File: config.mk
export PLATFORM = sky130hd
export DESIGN_NAME = pid_duty_servo_frame
export DESIGN_NICKNAME = d
export VERILOG_FILES = /design/src/hw/rtl/pdsf_pkg.sv /design/src/hw/rtl/pdsf_front.sv /design/src/hw/rtl/pdsf_fifo.sv /design/src/hw/rtl/pdsf_back.sv /design/src/hw/rtl/pid_duty_servo_frame.sv
export SDC_FILE = /design/constraint.sdc
export NUM_CORES = 2
export LEC_CHECK = 0
export ABC_CLOCK_PERIOD_IN_PS = 18640
export BUFFER_PORTS_ARGS = -buffer_cell sky130_fd_sc_hd__buf_2
export CORE_MARGIN = 5
export CORE_UTILIZATION = 35
export CTS_BUF_LIST = sky130_fd_sc_hd__clkbuf_4
export DETAILED_ROUTE_END_ITERATION = 8
export HOLD_SLACK_MARGIN = 0.15
export PLACE_DENSITY = 0.48
export REMOVE_ABC_BUFFERS = 1
export SLEW_MARGIN = 20
export SYNTH_ARGS = -nofsm -noshare
export SYNTH_HDL_FRONTEND = slang
export SYNTH_SLANG_ARGS = --single-unit
export TNS_END_PERCENT = 5
File: constraint.sdc
create_clock -name i_clk -period 18.64 [get_ports i_clk]
set_input_delay 1.864 -clock i_clk [delete_from_list [all_inputs] [get_ports i_clk]]
set_output_delay 1.864 -clock i_clk [all_outputs]
set_load 0.01 [all_outputs]
File: src/hw/rtl/pdsf_pkg.sv
// Shared types and constants for the PID duty servo frame block.
package pdsf_pkg;

    localparam int ADC_BITS_DEF       = 12;
    localparam int GAIN_FRAC_BITS_DEF = 12;

    localparam int GAIN_W     = 16;
    localparam int DUTY_W     = 14;
    localparam int ID_W       = 7;
    localparam int BYTE_W     = 8;
    localparam int INTEG_W    = 32;
    localparam int SUM_W      = 36;
    localparam int CFG_IDX_W  = 3;
    localparam int CFG_DATA_W = 16;
    localparam int Q_DEPTH    = 2;
    localparam int OUT_W      = 24;

    localparam logic [BYTE_W-1:0] FRAME_START = 8'h80;
    localparam logic [BYTE_W-1:0] FRAME_CMD   = 8'h04;

    localparam logic signed [GAIN_W-1:0] GAIN_P_RST = 16'sd819;
    localparam logic signed [GAIN_W-1:0] GAIN_I_RST = 16'sd0;
    localparam logic signed [GAIN_W-1:0] GAIN_D_RST = 16'sd4301;
    localparam logic [DUTY_W-1:0]        DUTY_LOW_RST  = 14'd1600;
    localparam logic [DUTY_W-1:0]        DUTY_HIGH_RST = 14'd4000;
    localparam logic [DUTY_W-1:0]        DUTY_RST      = 14'd2500;
    localparam logic [ID_W-1:0]          DEVICE_ID_RST = 7'd1;
    localparam logic [ID_W-1:0]          SERVO_RST     = 7'd0;

    typedef enum logic [CFG_IDX_W-1:0] {
        REG_GAIN_P    = 3'd0,
        REG_GAIN_I    = 3'd1,
        REG_GAIN_D    = 3'd2,
        REG_DUTY_LOW  = 3'd3,
        REG_DUTY_HIGH = 3'd4,
        REG_DEVICE_ID = 3'd5,
        REG_SERVO     = 3'd6
    } t_reg_idx;

    typedef struct packed {
        logic signed [GAIN_W-1:0] gain_p;
        logic signed [GAIN_W-1:0] gain_i;
        logic signed [GAIN_W-1:0] gain_d;
        logic [DUTY_W-1:0]        duty_low;
        logic [DUTY_W-1:0]        duty_high;
        logic [ID_W-1:0]          device_id;
        logic [ID_W-1:0]          servo_number;
    } t_cfg;

    // one queued frame request
    typedef struct packed {
        logic              valid;
        logic [DUTY_W-1:0] duty;
    } t_duty_req;

endpackage

File: src/hw/rtl/pdsf_front.sv
// Front end: error, PID terms, integral and duty update, pushes duty requests.
module pdsf_front #(
    parameter int ADC_BITS       = pdsf_pkg::ADC_BITS_DEF,
    parameter int GAIN_FRAC_BITS = pdsf_pkg::GAIN_FRAC_BITS_DEF
) (
    input  logic                i_clk,
    input  logic                i_rst_n,
    input  pdsf_pkg::t_cfg      i_cfg,
    input  logic                i_valid,
    output logic                o_ready,
    input  logic [ADC_BITS-1:0] i_target,
    input  logic [ADC_BITS-1:0] i_measured,
    input  logic                i_full,
    output pdsf_pkg::t_duty_req o_push
);
    localparam int ERR_W = ADC_BITS + 1;
    localparam int DIF_W = ADC_BITS + 2;
    localparam int P_W   = pdsf_pkg::GAIN_W + ERR_W;
    localparam int D_W   = pdsf_pkg::GAIN_W + DIF_W;
    localparam int SUM_W = pdsf_pkg::SUM_W;
    localparam logic signed [P_W-1:0] P_BIAS = P_W'((1 << GAIN_FRAC_BITS) - 1);
    localparam logic signed [D_W-1:0] D_BIAS = D_W'((1 << GAIN_FRAC_BITS) - 1);
    localparam logic signed [SUM_W-1:0] I_MAX =
        {{(SUM_W-pdsf_pkg::INTEG_W+1){1'b0}}, {(pdsf_pkg::INTEG_W-1){1'b1}}};
    localparam logic signed [SUM_W-1:0] I_MIN =
        {{(SUM_W-pdsf_pkg::INTEG_W+1){1'b1}}, {(pdsf_pkg::INTEG_W-1){1'b0}}};

    logic adv;

    // stage 1: error and error delta
    logic                    r_v1;
    logic signed [ERR_W-1:0] r_err;
    logic signed [DIF_W-1:0] r_diff;
    logic signed [ERR_W-1:0] r_prev;
    logic signed [ERR_W-1:0] n_err;

    // stage 2: raw products
    logic                  r_v2;
    logic signed [P_W-1:0] r_prod_p;
    logic signed [P_W-1:0] r_prod_i;
    logic signed [D_W-1:0] r_prod_d;

    // stage 3: p+d and the running integral
    logic                                    r_v3;
    logic signed [SUM_W-1:0]                 r_pd;
    logic signed [pdsf_pkg::INTEG_W-1:0]     r_integ;
    logic signed [P_W-1:0]                   t_p;
    logic signed [P_W-1:0]                   t_i;
    logic signed [D_W-1:0]                   t_d;
    logic signed [SUM_W-1:0]                 isum;
    logic signed [SUM_W-1:0]                 n_integ;

    logic [pdsf_pkg::DUTY_W-1:0] r_duty;
    logic signed [SUM_W-1:0]     dsum;
    logic [pdsf_pkg::DUTY_W-1:0] n_duty;

    assign adv     = !r_v3 || !i_full;
    assign o_ready = adv;
    assign n_err   = $signed({1'b0, i_target}) - $signed({1'b0, i_measured});

    always_comb begin
        t_p = (r_prod_p[P_W-1] ? r_prod_p + P_BIAS : r_prod_p) >>> GAIN_FRAC_BITS;
        t_i = (r_prod_i[P_W-1] ? r_prod_i + P_BIAS : r_prod_i) >>> GAIN_FRAC_BITS;
        t_d = (r_prod_d[D_W-1] ? r_prod_d + D_BIAS : r_prod_d) >>> GAIN_FRAC_BITS;
        isum = SUM_W'(r_integ) + SUM_W'(t_i);
        if (isum > I_MAX) begin
            n_integ = I_MAX;
        end else if (isum < I_MIN) begin
            n_integ = I_MIN;
        end else begin
            n_integ = isum;
        end
    end

    // duty update with low bound taking priority
    always_comb begin
        dsum = $signed(SUM_W'(r_duty)) + r_pd + SUM_W'(r_integ);
        if (dsum < $signed(SUM_W'(i_cfg.duty_low))) begin
            n_duty = i_cfg.duty_low;
        end else if (dsum > $signed(SUM_W'(i_cfg.duty_high))) begin
            n_duty = i_cfg.duty_high;
        end else begin
            n_duty = dsum[pdsf_pkg::DUTY_W-1:0];
        end
    end

    assign o_push.valid = r_v3 && !i_full;
    assign o_push.duty  = n_duty;

    always_ff @(posedge i_clk) begin
        if (!i_rst_n) begin
            r_v1    <= 1'b0;
            r_v2    <= 1'b0;
            r_v3    <= 1'b0;
            r_prev  <= '0;
            r_integ <= '0;
            r_duty  <= pdsf_pkg::DUTY_RST;
        end else if (adv) begin
            r_v1 <= i_valid;
            r_v2 <= r_v1;
            r_v3 <= r_v2;
            if (i_valid) begin
                r_prev <= n_err;
            end
            if (r_v2) begin
                r_integ <= n_integ[pdsf_pkg::INTEG_W-1:0];
            end
            if (r_v3) begin
                r_duty <= n_duty;
            end
        end
    end

    always_ff @(posedge i_clk) begin
        if (adv) begin
            r_err    <= n_err;
            r_diff   <= DIF_W'(n_err) - DIF_W'(r_prev);
            r_prod_p <= i_cfg.gain_p * r_err;
            r_prod_i <= i_cfg.gain_i * r_err;
            r_prod_d <= i_cfg.gain_d * r_diff;
            r_pd     <= SUM_W'(t_p) + SUM_W'(t_d);
        end
    end

    a_duty_in_range: assert property (@(posedge i_clk) disable iff (!i_rst_n)
        (o_push.valid && (i_cfg.duty_low <= i_cfg.duty_high))
        |-> (o_push.duty >= i_cfg.duty_low && o_push.duty <= i_cfg.duty_high))
        else $error("duty outside clamp window");

    a_no_push_full: assert property (@(posedge i_clk) disable iff (!i_rst_n)
        (r_v3 && i_full) |=> (r_v3 && $stable(r_pd)))
        else $error("stalled stage 3 lost its item");

endmodule

File: src/hw/rtl/pdsf_fifo.sv
// Short queue of duty requests between front and back.
module pdsf_fifo (
    input  logic                i_clk,
    input  logic                i_rst_n,
    input  pdsf_pkg::t_duty_req i_push,
    output logic                o_full,
    input  logic                i_pop,
    output pdsf_pkg::t_duty_req o_head
);
    localparam int DEPTH = pdsf_pkg::Q_DEPTH;
    localparam int PTR_W = (DEPTH > 1) ? $clog2(DEPTH) : 1;
    localparam int CNT_W = $clog2(DEPTH + 1);

    logic [pdsf_pkg::DUTY_W-1:0] r_mem [DEPTH];
    logic [PTR_W-1:0]            r_wr;
    logic [PTR_W-1:0]            r_rd;
    logic [CNT_W-1:0]            r_count;
    logic                        push;
    logic                        pop;

    assign o_full       = (r_count == CNT_W'(DEPTH));
    assign push         = i_push.valid && !o_full;
    assign pop          = i_pop && (r_count != '0);
    assign o_head.valid = (r_count != '0);
    assign o_head.duty  = r_mem[r_rd];

    always_ff @(posedge i_clk) begin
        if (!i_rst_n) begin
            r_wr    <= '0;
            r_rd    <= '0;
            r_count <= '0;
        end else begin
            if (push) begin
                r_wr <= (r_wr == PTR_W'(DEPTH - 1)) ? '0 : r_wr + 1'b1;
            end
            if (pop) begin
                r_rd <= (r_rd == PTR_W'(DEPTH - 1)) ? '0 : r_rd + 1'b1;
            end
            r_count <= r_count + CNT_W'(push) - CNT_W'(pop);
        end
    end

    always_ff @(posedge i_clk) begin
        if (push) begin
            r_mem[r_wr] <= i_push.duty;
        end
    end

    a_push_not_full: assert property (@(posedge i_clk) disable iff (!i_rst_n)
        i_push.valid |-> !o_full)
        else $error("push into full queue");

endmodule

File: src/hw/rtl/pdsf_back.sv
// Back end: serializes one duty request into a six-byte command frame.
module pdsf_back (
    input  logic                i_clk,
    input  logic                i_rst_n,
    input  pdsf_pkg::t_cfg      i_cfg,
    input  pdsf_pkg::t_duty_req i_head,
    output logic                o_pop,
    output logic                o_valid,
    input  logic                i_ready,
    output logic [7:0]          o_byte,
    output logic                o_last,
    output logic [13:0]         o_duty
);
    typedef enum logic [2:0] {
        S_START, S_DEV, S_CMD, S_SERVO, S_DUTY_HI, S_DUTY_LO
    } t_slot;

    t_slot                       r_slot;
    logic                        r_have;
    logic [pdsf_pkg::DUTY_W-1:0] r_duty;
    logic                        xfer;
    logic                        done;

    assign xfer    = r_have && i_ready;
    assign done    = xfer && (r_slot == S_DUTY_LO);
    assign o_pop   = i_head.valid && (!r_have || done);
    assign o_valid = r_have;
    assign o_last  = (r_slot == S_DUTY_LO);
    assign o_duty  = r_duty;

    always_comb begin
        case (r_slot)
            S_START:   o_byte = pdsf_pkg::FRAME_START;
            S_DEV:     o_byte = {1'b0, i_cfg.device_id};
            S_CMD:     o_byte = pdsf_pkg::FRAME_CMD;
            S_SERVO:   o_byte = {1'b0, i_cfg.servo_number};
            S_DUTY_HI: o_byte = {1'b0, r_duty[pdsf_pkg::DUTY_W-1:7]};
            S_DUTY_LO: o_byte = {1'b0, r_duty[6:0]};
            default:   o_byte = '0;
        endcase
    end

    always_ff @(posedge i_clk) begin
        if (!i_rst_n) begin
            r_slot <= S_START;
            r_have <= 1'b0;
        end else begin
            if (o_pop) begin
                r_have <= 1'b1;
                r_slot <= S_START;
                r_duty <= i_head.duty;
            end else if (done) begin
                r_have <= 1'b0;
                r_slot <= S_START;
            end else if (xfer) begin
                case (r_slot)
                    S_START:   r_slot <= S_DEV;
                    S_DEV:     r_slot <= S_CMD;
                    S_CMD:     r_slot <= S_SERVO;
                    S_SERVO:   r_slot <= S_DUTY_HI;
                    S_DUTY_HI: r_slot <= S_DUTY_LO;
                    default:   r_slot <= S_START;
                endcase
            end
        end
    end

    a_idle_after_frame: assert property (@(posedge i_clk) disable iff (!i_rst_n)
        (done && !i_head.valid) |=> !r_have)
        else $error("frame not closed after last byte");

    a_duty_holds: assert property (@(posedge i_clk) disable iff (!i_rst_n)
        (r_have && !done) |=> $stable(r_duty))
        else $error("duty changed inside a frame");

endmodule

File: src/hw/rtl/pid_duty_servo_frame.sv
// Top level of the incremental PID servo controller with command frame output.
//
// Usage:
//   Input stream (i_s_*): one transfer carries a target and a measured
//   ADC code. Each accepted item updates the PID state (error history,
//   saturating integral, clamped duty) and produces one six-byte command
//   frame: 0x80, device id, 0x04, servo number, duty[13:7], duty[6:0].
//   Output stream (o_m_*): one byte per transfer, tlast on the sixth byte,
//   the updated duty carried alongside every byte of the frame.
//   Config port (i_cfg_*): register writes by index, always ready; write
//   only while the block is idle.
// Path: the first frame byte follows the input transfer through the front
//   stages, the queue write and the frame load.
// Throughput: the back end serializer sends one byte per cycle while the
//   receiver is ready; frames follow without a gap while the queue holds one.
//   The front accepts one item per cycle until the two-entry queue fills.
// Reset: synchronous, active low; registers return to their defaults,
//   duty to 2500, integral and previous error to zero.
// Stall: when the receiver holds tready low the current byte holds, the
//   queue and then the front stages fill, and o_s_tready drops.
module pid_duty_servo_frame #(
    parameter int ADC_BITS       = pdsf_pkg::ADC_BITS_DEF,
    parameter int GAIN_FRAC_BITS = pdsf_pkg::GAIN_FRAC_BITS_DEF,
    localparam int IN_W          = ((2 * ADC_BITS + 7) / 8) * 8
) (
    input  logic                               i_clk,
    input  logic                               i_rst_n,
    // input stream
    input  logic                               i_s_tvalid,
    output logic                               o_s_tready,
    input  logic [IN_W-1:0]                    i_s_tdata,   // target, measured
    // output stream
    output logic                               o_m_tvalid,
    input  logic                               i_m_tready,
    output logic [pdsf_pkg::OUT_W-1:0]         o_m_tdata,   // tx_byte, duty_now
    output logic                               o_m_tlast,   // last_byte
    // configuration writes
    input  logic                               i_cfg_valid,
    output logic                               o_cfg_ready,
    input  logic [pdsf_pkg::CFG_IDX_W-1:0]     i_cfg_index,
    input  logic [pdsf_pkg::CFG_DATA_W-1:0]    i_cfg_data
);
    pdsf_pkg::t_cfg      r_cfg;
    pdsf_pkg::t_duty_req push;
    pdsf_pkg::t_duty_req head;
    logic                q_full;
    logic                q_pop;
    logic [7:0]          tx_byte;
    logic [13:0]         duty_now;

    assign o_cfg_ready = 1'b1;

    // register file; unknown indexes are dropped
    always_ff @(posedge i_clk) begin
        if (!i_rst_n) begin
            r_cfg.gain_p       <= pdsf_pkg::GAIN_P_RST;
            r_cfg.gain_i       <= pdsf_pkg::GAIN_I_RST;
            r_cfg.gain_d       <= pdsf_pkg::GAIN_D_RST;
            r_cfg.duty_low     <= pdsf_pkg::DUTY_LOW_RST;
            r_cfg.duty_high    <= pdsf_pkg::DUTY_HIGH_RST;
            r_cfg.device_id    <= pdsf_pkg::DEVICE_ID_RST;
            r_cfg.servo_number <= pdsf_pkg::SERVO_RST;
        end else if (i_cfg_valid) begin
            case (i_cfg_index)
                pdsf_pkg::REG_GAIN_P:    r_cfg.gain_p       <= $signed(i_cfg_data);
                pdsf_pkg::REG_GAIN_I:    r_cfg.gain_i       <= $signed(i_cfg_data);
                pdsf_pkg::REG_GAIN_D:    r_cfg.gain_d       <= $signed(i_cfg_data);
                pdsf_pkg::REG_DUTY_LOW:  r_cfg.duty_low     <= i_cfg_data[13:0];
                pdsf_pkg::REG_DUTY_HIGH: r_cfg.duty_high    <= i_cfg_data[13:0];
                pdsf_pkg::REG_DEVICE_ID: r_cfg.device_id    <= i_cfg_data[6:0];
                pdsf_pkg::REG_SERVO:     r_cfg.servo_number <= i_cfg_data[6:0];
                default: ;
            endcase
        end
    end

    pdsf_front #(
        .ADC_BITS       (ADC_BITS),
        .GAIN_FRAC_BITS (GAIN_FRAC_BITS)
    ) u_front (
        .i_clk       (i_clk),
        .i_rst_n     (i_rst_n),
        .i_cfg       (r_cfg),
        .i_valid     (i_s_tvalid),
        .o_ready     (o_s_tready),
        .i_target    (i_s_tdata[ADC_BITS-1:0]),
        .i_measured  (i_s_tdata[2*ADC_BITS-1:ADC_BITS]),
        .i_full      (q_full),
        .o_push      (push)
    );

    pdsf_fifo u_fifo (
        .i_clk   (i_clk),
        .i_rst_n (i_rst_n),
        .i_push  (push),
        .o_full  (q_full),
        .i_pop   (q_pop),
        .o_head  (head)
    );

    pdsf_back u_back (
        .i_clk   (i_clk),
        .i_rst_n (i_rst_n),
        .i_cfg   (r_cfg),
        .i_head  (head),
        .o_pop   (q_pop),
        .o_valid (o_m_tvalid),
        .i_ready (i_m_tready),
        .o_byte  (tx_byte),
        .o_last  (o_m_tlast),
        .o_duty  (duty_now)
    );

    assign o_m_tdata = {2'b00, duty_now, tx_byte};

endmodule

=== Yosys cells after proc, flatten, opt, wreduce, memory -nomap -nowiden ===
Memory sizes are Yosys's and may differ from the RTL's. A register that Yosys moved wholly into a read port is not among the register bits.
Index checks and enable logic that the tools add are counted.

* Output and inout bits: 28
* Input bits: 48
* Memories kept: 1
* RAM bits: 28
* Bits in registers: 311

{| class="wikitable"
|+ Memories
! memory !! depth !! bits a word !! read ports !! clocked after Yosys merged registers in !! write ports !! line !! source
|-
| u_fifo.r_mem || 2 || 14 || 1 || 1 || 1 || pdsf_fifo.sv:14 || <nowiki>logic [pdsf_pkg::DUTY_W-1:0] r_mem [DEPTH];</nowiki>
|}

* Multipliers: 3
* Bitwise logic cells: 1
* Reductions and logical operators: 27
* Order comparisons: 4
* Eq/ne operators: 12
* Muxes and demuxes: 15
* Add/subtract/negate cells: 13

{| class="wikitable"
|+ Operators with widths
! operator !! count
|-
| 32-bit 2-to-1 mux || 2
|-
| 29-bit by 13-bit adder with 29-bit output (second input constant) || 2
|-
| 16-bit by 13-bit multiplier with 29-bit output || 2
|-
| 29-bit 2-to-1 mux || 2
|-
| 8-bit case mux with 6 select lines || 1
|-
| 15-bit by 36-bit adder with 36-bit output || 1
|-
| 36-bit by 32-bit adder with 36-bit output || 1
|-
| 36-bit by 15-bit > comparator with 1-bit output || 1
|-
| 36-bit by 15-bit less-than comparator with 1-bit output || 1
|-
| 32-bit by 17-bit adder with 33-bit output || 1
|-
| 33-bit by 32-bit > comparator with 1-bit output (second input constant) || 1
|-
| 33-bit by 32-bit less-than comparator with 1-bit output (second input constant) || 1
|-
| 30-bit by 13-bit adder with 30-bit output (second input constant) || 1
|-
| 16-bit by 14-bit multiplier with 30-bit output || 1
|-
| 30-bit 2-to-1 mux || 1
|-
| 14-bit 2-to-1 mux || 2
|-
| 2-bit AND reduction || 11
|-
| 17-bit by 18-bit adder with 19-bit output || 1
|-
| 3-bit == test (second input constant) || 5
|-
| 3-bit case mux with 5 select lines || 1
|-
| 13-bit by 13-bit subtractor with 14-bit output || 1
|-
| 12-bit by 12-bit subtractor with 13-bit output || 1
|-
| 3-bit by 2-bit == test with 1-bit output (second input constant) || 4
|-
| 3-bit by 1-bit == test with 1-bit output (second input constant) || 2
|-
| other kinds (12) || 28
|}

=== Logic depth before layout (Yosys ltp) ===
* Depth in word-level cells: 6
* Mapped depth: 26
* Mapped depth without buffers: 25

=== Hierarchy ===
A second synthesis with hierarchy kept.

* Cell total of the unflattened synthesis: 4571
* Area, all modules: 43312.8 um2

{| class="wikitable"
|+ By module, submodules not included
! module !! cells an instance !! area an instance (um2) !! instances
|-
| pdsf_front || 4089 || 37632.3 || 1
|-
| pid_duty_servo_frame || 342 || 3527.1 || 1
|-
| pdsf_fifo || 71 || 1293.7 || 1
|-
| pdsf_back || 69 || 859.6 || 1
|}

=== Worst setup path after synthesis ===
OpenSTA, ideal clock, no wires.

* Path type: reg-to-reg
* Start: reg u_front.r_diff[2]
* End: reg u_front.r_prod_d[25] (data pin)
* Slack: 12.340 ns
* Data required time: 18.382 ns
* Buffers on the path: 1
* Library setup time: 0.258 ns
* Period minus slack after synthesis: 6.300 ns
* Data arrival time: 6.042 ns
* Stages on the path, launching flop included: 23
* Cells stage by stage: edfxtp_1 -> clkbuf_1 -> nand2_1 -> fa_1 -> inv_1 -> fa_1 -> fa_1 -> inv_1 -> fa_1 -> fa_1 -> inv_1 -> fa_1 -> ha_1 -> or3_1 -> o211ai_1 -> a31oi_1 -> a221oi_1 -> o21ai_0 -> o21a_1 -> o21a_1 -> o21a_1 -> nor2_1 -> xnor2_1

* Longest elaborated chain between the ends: 1

{| class="wikitable"
|+ Ends and longest elaborated chain
! element !! line !! source
|-
| from (decl) || pdsf_front.sv:33 || <nowiki>logic signed [DIF_W-1:0] r_diff;</nowiki>
|-
| from (signal assigned) || pdsf_front.sv:117 || <nowiki>r_diff <= DIF_W'(n_err) - DIF_W'(r_prev);</nowiki>
|-
| 16-bit by 14-bit multiplier with 30-bit output || pdsf_front.sv:120 || <nowiki>r_prod_d <= i_cfg.gain_d * r_diff;</nowiki>
|-
| to (signal assigned) || pdsf_front.sv:120 ||
|-
| to (decl) || pdsf_front.sv:41 || <nowiki>logic signed [D_W-1:0] r_prod_d;</nowiki>
|}

No other way between the ends.
A chain may end at the register's enable or synchronous reset.

=== Worst setup path after layout ===
* Start: reg u_front.r_diff[5]
* End: reg u_front.r_prod_d[29] (data pin)

Same word-level chain as after synthesis.

==> flow_summary.html <==
<table>
<tr><th>Metric</th><th>Value</th></tr>
<tr><th colspan="2">Status</th></tr>
<tr><td>Result of the run</td><td>completed</td></tr>
<tr><th colspan="2">Clock network</th></tr>
<tr><td>Root Buffer</td><td>sky130_fd_sc_hd__clkbuf_4</td></tr>
<tr><td>CTS tree</td><td>yes</td></tr>
<tr><td>Sink count of the clock tree</td><td>336</td></tr>
<tr><td>Count of cells resized by post-cts repair</td><td>0</td></tr>
<tr><td>Clk Latency, worst-skew pair</td><td>1.00 ns</td></tr>
<tr><td>Number of buffers inserted for hold repair after clock tree synthesis</td><td>0</td></tr>
<tr><td>Post-CTS repair timing setup buffer count</td><td>0</td></tr>
<tr><td>H-tree levels</td><td>3</td></tr>
<tr><td>Number of buffers inserted during clock tree synthesis</td><td>98</td></tr>
<tr><td>Register clock-pin slew on the reported worst setup and hold paths</td><td>0.07 ns</td></tr>
<tr><td>Number of buffers between clock root and the deepest sink</td><td>3</td></tr>
<tr><th colspan="2">STA</th></tr>
<tr><td>Worst rel slew slack</td><td>0.220</td></tr>
<tr><td>Setup Total Neg Slack</td><td>0 ns</td></tr>
<tr><td>Pins Over Slew Limit</td><td>0</td></tr>
<tr><td>Min Tclk post-route</td><td>7.04 ns</td></tr>
<tr><td>Worst clock skew on the final layout</td><td>0.0960 ns</td></tr>
<tr><td>Final Cycle Share</td><td>0.378</td></tr>
<tr><td>Setup Viol. Count Final</td><td>0</td></tr>
<tr><td>Worst Tran Pin Value</td><td>1.16 ns</td></tr>
<tr><td>Final Hold Fails</td><td>0</td></tr>
<tr><td>Highest clock rate</td><td>142 MHz</td></tr>
<tr><td>RSZ-0062 raised after global routing</td><td>no</td></tr>
<tr><th colspan="2">Logic synthesis</th></tr>
<tr><td>Share of synthesized flip-flops with an asynchronous set or reset</td><td>0</td></tr>
<tr><td>Number of enable-type register cells in the synthesized netlist</td><td>176</td></tr>
<tr><td>Most used DFF post-synth</td><td>sky130_fd_sc_hd__edfxtp_1</td></tr>
<tr><td>Post-synth design cell area</td><td>0.0426 sq mm</td></tr>
<tr><td>Post-Syn Instances</td><td>4661</td></tr>
<tr><td>Yosys reg bits</td><td>336</td></tr>
<tr><td>Seq/Total Area, Yosys</td><td>0.199</td></tr>
<tr><td>Synthesized area per cell</td><td>9.14 sq um</td></tr>
<tr><td>Number of warnings printed during yosys synthesis</td><td>0</td></tr>
<tr><td>Library cells used by synthesis</td><td>87</td></tr>
<tr><th colspan="2">Setup path</th></tr>
<tr><td>Startpoint class of the critical path</td><td>flip-flop</td></tr>
<tr><td>Critical path class</td><td>flip-flop to flip-flop</td></tr>
<tr><td>Slowest cell on crit path</td><td>sky130_fd_sc_hd__edfxtp_1</td></tr>
<tr><td>Crit-path max cell delay</td><td>0.87 ns</td></tr>
<tr><td>Signal arrival time at the worst endpoint</td><td>7.73 ns</td></tr>
<tr><td>Buffers &amp; Inverters on Critical Path</td><td>5</td></tr>
<tr><td>Critical path, cell by cell</td><td>nand2_1, fa_1, fa_1, inv_1, fa_1, inv_1, fa_1, inv_1, fa_1, inv_1, fa_1, inv_1, ha_1, or3_1, o21ai_0, a31oi_1, a221oi_1, o21ai_0, o21a_1, o21a_1, nor2_1, o21ai_0, xnor2_1</td></tr>
<tr><td>Most common cell type on the critical path</td><td>sky130_fd_sc_hd__fa_1</td></tr>
<tr><td>Critical Path Fanout Max</td><td>16</td></tr>
<tr><td>Crit path required time</td><td>19.33 ns</td></tr>
<tr><td>Kind of cell adding the most delay to the critical path</td><td>adder cells</td></tr>
<tr><td>Kind of end point of the critical path</td><td>flip-flop</td></tr>
<tr><th colspan="2">Place</th></tr>
<tr><td>Routability congestion estimate</td><td>0.833</td></tr>
<tr><td>Detailed Place HPWL</td><td>95300 um</td></tr>
<tr><td>Port-buffer cells</td><td>72</td></tr>
<tr><th colspan="2">Route</th></tr>
<tr><td>Number of iterations in the first detailed-routing pass</td><td>5</td></tr>
<tr><td>Number of remaining DRC errors</td><td>0</td></tr>
<tr><td>Number of DRC markers in iteration 0</td><td>1973</td></tr>
<tr><td>Routed wire length</td><td>122000 um</td></tr>
<tr><td>Final antenna-violating net count</td><td>0</td></tr>
<tr><td>Wirelength per Cell</td><td>19.0 um</td></tr>
<tr><td>Average via count per standard cell</td><td>4.97</td></tr>
<tr><td>Number of vias in the routed layout</td><td>31878</td></tr>
<tr><th colspan="2">Die</th></tr>
<tr><td>Count of boundary I/O pins</td><td>76</td></tr>
<tr><td>Die height</td><td>359 um</td></tr>
<tr><td>Initial cell density of the core</td><td>0.351</td></tr>
<tr><td>DIE WIDTH</td><td>359 um</td></tr>
<tr><td>Floorplan Core Area</td><td>0.121 sq mm</td></tr>
<tr><td>Floorplan die area</td><td>0.129 sq mm</td></tr>
<tr><td>Site Rows</td><td>128</td></tr>
<tr><th colspan="2">Finish</th></tr>
<tr><td>Fraction of final layout cells sized beyond drive strength 1</td><td>0.0693</td></tr>
<tr><td>Layout-stage area growth over the synthesis result</td><td>8.12%</td></tr>
<tr><td>Net total in the final layout</td><td>5739</td></tr>
<tr><th colspan="2">Worst hold path</th></tr>
<tr><td>Hold WC Path Type</td><td>flip-flop to flip-flop</td></tr>
<tr><th colspan="2">Global routing</th></tr>
<tr><td>Pin count of the biggest net entering global routing</td><td>67</td></tr>
<tr><td>Number of antenna violations at the first check in global routing</td><td>23</td></tr>
<tr><td>Overall Global Routing Usage</td><td>0.191</td></tr>
<tr><td>Total grt overflow</td><td>0</td></tr>
<tr><td>Vias in the first global route</td><td>33398</td></tr>
<tr><td>Wire length of the first global-routing pass</td><td>194000 um</td></tr>
<tr><th colspan="2">Run</th></tr>
<tr><td>Maxcap violations</td><td>0</td></tr>
</table>
layout make-up:
type / instances / area, sq um
fill: 12680 / 75300
multi-input combinational: 3396 / 30600
sequential: 336 / 8490
inverter: 748 / 2810
tap: 1625 / 2030
clock buffer: 142 / 1070
timing repair buffer: 111 / 653
clock inverter: 43 / 363
antenna: 8 / 20.0
through the flow:
| stage | hold slack, ns | util | worst slack, ns | area (sq um) | instances |
|---|---|---|---|---|---|
| 5_1_grt | 0.477 | 0.379 | 11.18 | 46000 | 6405 |
| 3_3_place_gp | 0.440 | 0.367 | 11.62 | 44600 | 6216 |
| 3_5_place_dp | 0.448 | 0.367 | 11.55 | 44600 | 6216 |
| 2_1_floorplan | 0.434 | - | 12.23 | 41900 | 4480 |
| 6_report | 0.449 | 0.379 | 11.60 | 46000 | 6409 |
| 4_1_cts | 0.455 | 0.379 | 11.55 | 46000 | 6401 |
cell families (layout without fill, tap and decap cells):
kind of cell	Yosys count	after routing	share of synthesized area
other	2	11	0.000176
AND/OR/NAND/NOR	1461	1461	0.162
XOR/XNOR	207	207	0.0426
multiplexers	39	39	0.0100
adder cells (fa/ha/maj)	1001	1001	0.405
AO/OA/AOI/OAI	685	685	0.0990
buffers and inverters	930	1044	0.0827
flip-flops	336	336	0.199
worst register-to-register path: stages (launching register included):
cell and delay [ns]:
sky130_fd_sc_hd__edfxtp_1 0.87, sky130_fd_sc_hd__nand2_1 0.19, sky130_fd_sc_hd__fa_1 0.54, sky130_fd_sc_hd__fa_1 0.51, sky130_fd_sc_hd__inv_1 0.06, sky130_fd_sc_hd__fa_1 0.52, sky130_fd_sc_hd__inv_1 0.05, sky130_fd_sc_hd__fa_1 0.47
sky130_fd_sc_hd__inv_1 0.05, sky130_fd_sc_hd__fa_1 0.49, sky130_fd_sc_hd__inv_1 0.05, sky130_fd_sc_hd__fa_1 0.48, sky130_fd_sc_hd__inv_1 0.05, sky130_fd_sc_hd__ha_1 0.19, sky130_fd_sc_hd__or3_1 0.36, sky130_fd_sc_hd__o21ai_0 0.16
sky130_fd_sc_hd__a31oi_1 0.17, sky130_fd_sc_hd__a221oi_1 0.49, sky130_fd_sc_hd__o21ai_0 0.26, sky130_fd_sc_hd__o21a_1 0.23, sky130_fd_sc_hd__o21a_1 0.22, sky130_fd_sc_hd__nor2_1 0.11, sky130_fd_sc_hd__o21ai_0 0.11, sky130_fd_sc_hd__xnor2_1 0.13
layout by cell type, fill, tap and decap left out, types with 13 or more instances in the layout:
cell type	n
sky130_fd_sc_hd__inv_1	746
sky130_fd_sc_hd__nand2_1	694
sky130_fd_sc_hd__fa_1	628
sky130_fd_sc_hd__ha_1	372
sky130_fd_sc_hd__a21oi_1	259
sky130_fd_sc_hd__and2_1	253
sky130_fd_sc_hd__edfxtp_1	176
sky130_fd_sc_hd__nor2_1	169
sky130_fd_sc_hd__dfxtp_1	160
sky130_fd_sc_hd__xnor2_1	158
sky130_fd_sc_hd__o21ai_0	145
sky130_fd_sc_hd__clkbuf_4	142
sky130_fd_sc_hd__nand3_1	84
sky130_fd_sc_hd__buf_2	72
sky130_fd_sc_hd__a21o_1	59
sky130_fd_sc_hd__nand2b_1	57
sky130_fd_sc_hd__xor2_1	49
sky130_fd_sc_hd__nor3_1	46
sky130_fd_sc_hd__buf_4	39
sky130_fd_sc_hd__nand4_1	33
sky130_fd_sc_hd__o21a_1	32
sky130_fd_sc_hd__mux2_2	29
sky130_fd_sc_hd__o211ai_1	27
sky130_fd_sc_hd__nor2b_1	26
sky130_fd_sc_hd__clkinv_1	26
sky130_fd_sc_hd__and3_1	25
sky130_fd_sc_hd__o21bai_1	22
sky130_fd_sc_hd__a31oi_1	20
sky130_fd_sc_hd__a21boi_0	17
sky130_fd_sc_hd__a211oi_1	15
sky130_fd_sc_hd__nor4_1	15
sky130_fd_sc_hd__or3_1	13
registers in the layout, indices dropped and copies added, names as in the netlist:
| register | count |
|---|---|
| r_cfg | 90 |
| u_front.r_integ | 32 |
| u_front.r_prod_d | 30 |
| u_front.r_prod_i | 29 |
| u_front.r_prod_p | 29 |
| u_fifo.r_mem | 28 |
| u_front.r_pd | 19 |
| u_back.o_duty | 14 |
| u_front.r_diff | 14 |
| u_front.r_duty | 14 |
| u_front.r_err | 13 |
| u_front.r_prev | 13 |
| u_back.r_slot | 3 |
| u_fifo.r_count | 2 |
| u_back.o_valid | 1 |
| u_fifo.r_rd | 1 |
| u_fifo.r_wr | 1 |
| u_front.r_v1 | 1 |
| u_front.r_v2 | 1 |
| u_front.r_v3 | 1 |
path summary, 6_finish.rpt:
check	endpoint	cells after the start	slack, ns	start
setup reg to reg	u_front.r_prod_d[29]$_DFFE_PN_	23	11.60	u_front.r_diff[5]$_DFFE_PN_
hold / removal	u_front.r_v2$_SDFFE_PN0N_	2	0.45	u_front.r_v1$_SDFFE_PN0N_
setup / recovery	u_front.r_prod_d[29]$_DFFE_PN_	23	11.60	u_front.r_diff[5]$_DFFE_PN_
hold reg to reg	u_front.r_v2$_SDFFE_PN0N_	2	0.45	u_front.r_v1$_SDFFE_PN0N_
Yosys cell counts, drive strengths merged (11+ instances only):
| library cell | n | area, sq um |
|---|---|---|
| o21bai | 22 | 165 |
| nor2b | 26 | 163 |
| ha | 372 | 4650 |
| nand3 | 85 | 430 |
| a211oi | 16 | 125 |
| nand2b | 57 | 357 |
| nor3 | 49 | 250 |
| mux2 | 29 | 327 |
| o211ai | 27 | 203 |
| and3 | 26 | 164 |
| edfxtp | 176 | 5290 |
| o21a | 32 | 240 |
| or3 | 13 | 81.3 |
| nand2 | 694 | 2610 |
| a21boi | 17 | 128 |
| nand4 | 33 | 206 |
| and2 | 256 | 1600 |
| nor4 | 15 | 93.8 |
| buf | 11 | 73.8 |
| clkbuf | 171 | 642 |
| a21o | 60 | 452 |
| a21oi | 260 | 1310 |
| fa | 628 | 12600 |
| xnor2 | 158 | 1380 |
| a31oi | 20 | 125 |
| dfxtp | 160 | 3200 |
| inv | 747 | 2800 |
| o21ai | 149 | 746 |
| xor2 | 49 | 429 |
| nor2 | 170 | 638 |
per-layer routing:
metal / vias up / GRT usage / part of all wire
met5: - / 0 / 0.00034
met4: 6 / 0.0441 / 0.019
met3: 152 / 0.0431 / 0.068
met2: 731 / 0.309 / 0.45
met1: 15888 / 0.262 / 0.46
li1: 15101 / - / -
Power is left out: the tool's default activity adds up to more than one toggle a clock period on the data nets, which glitch-free logic cannot reach.
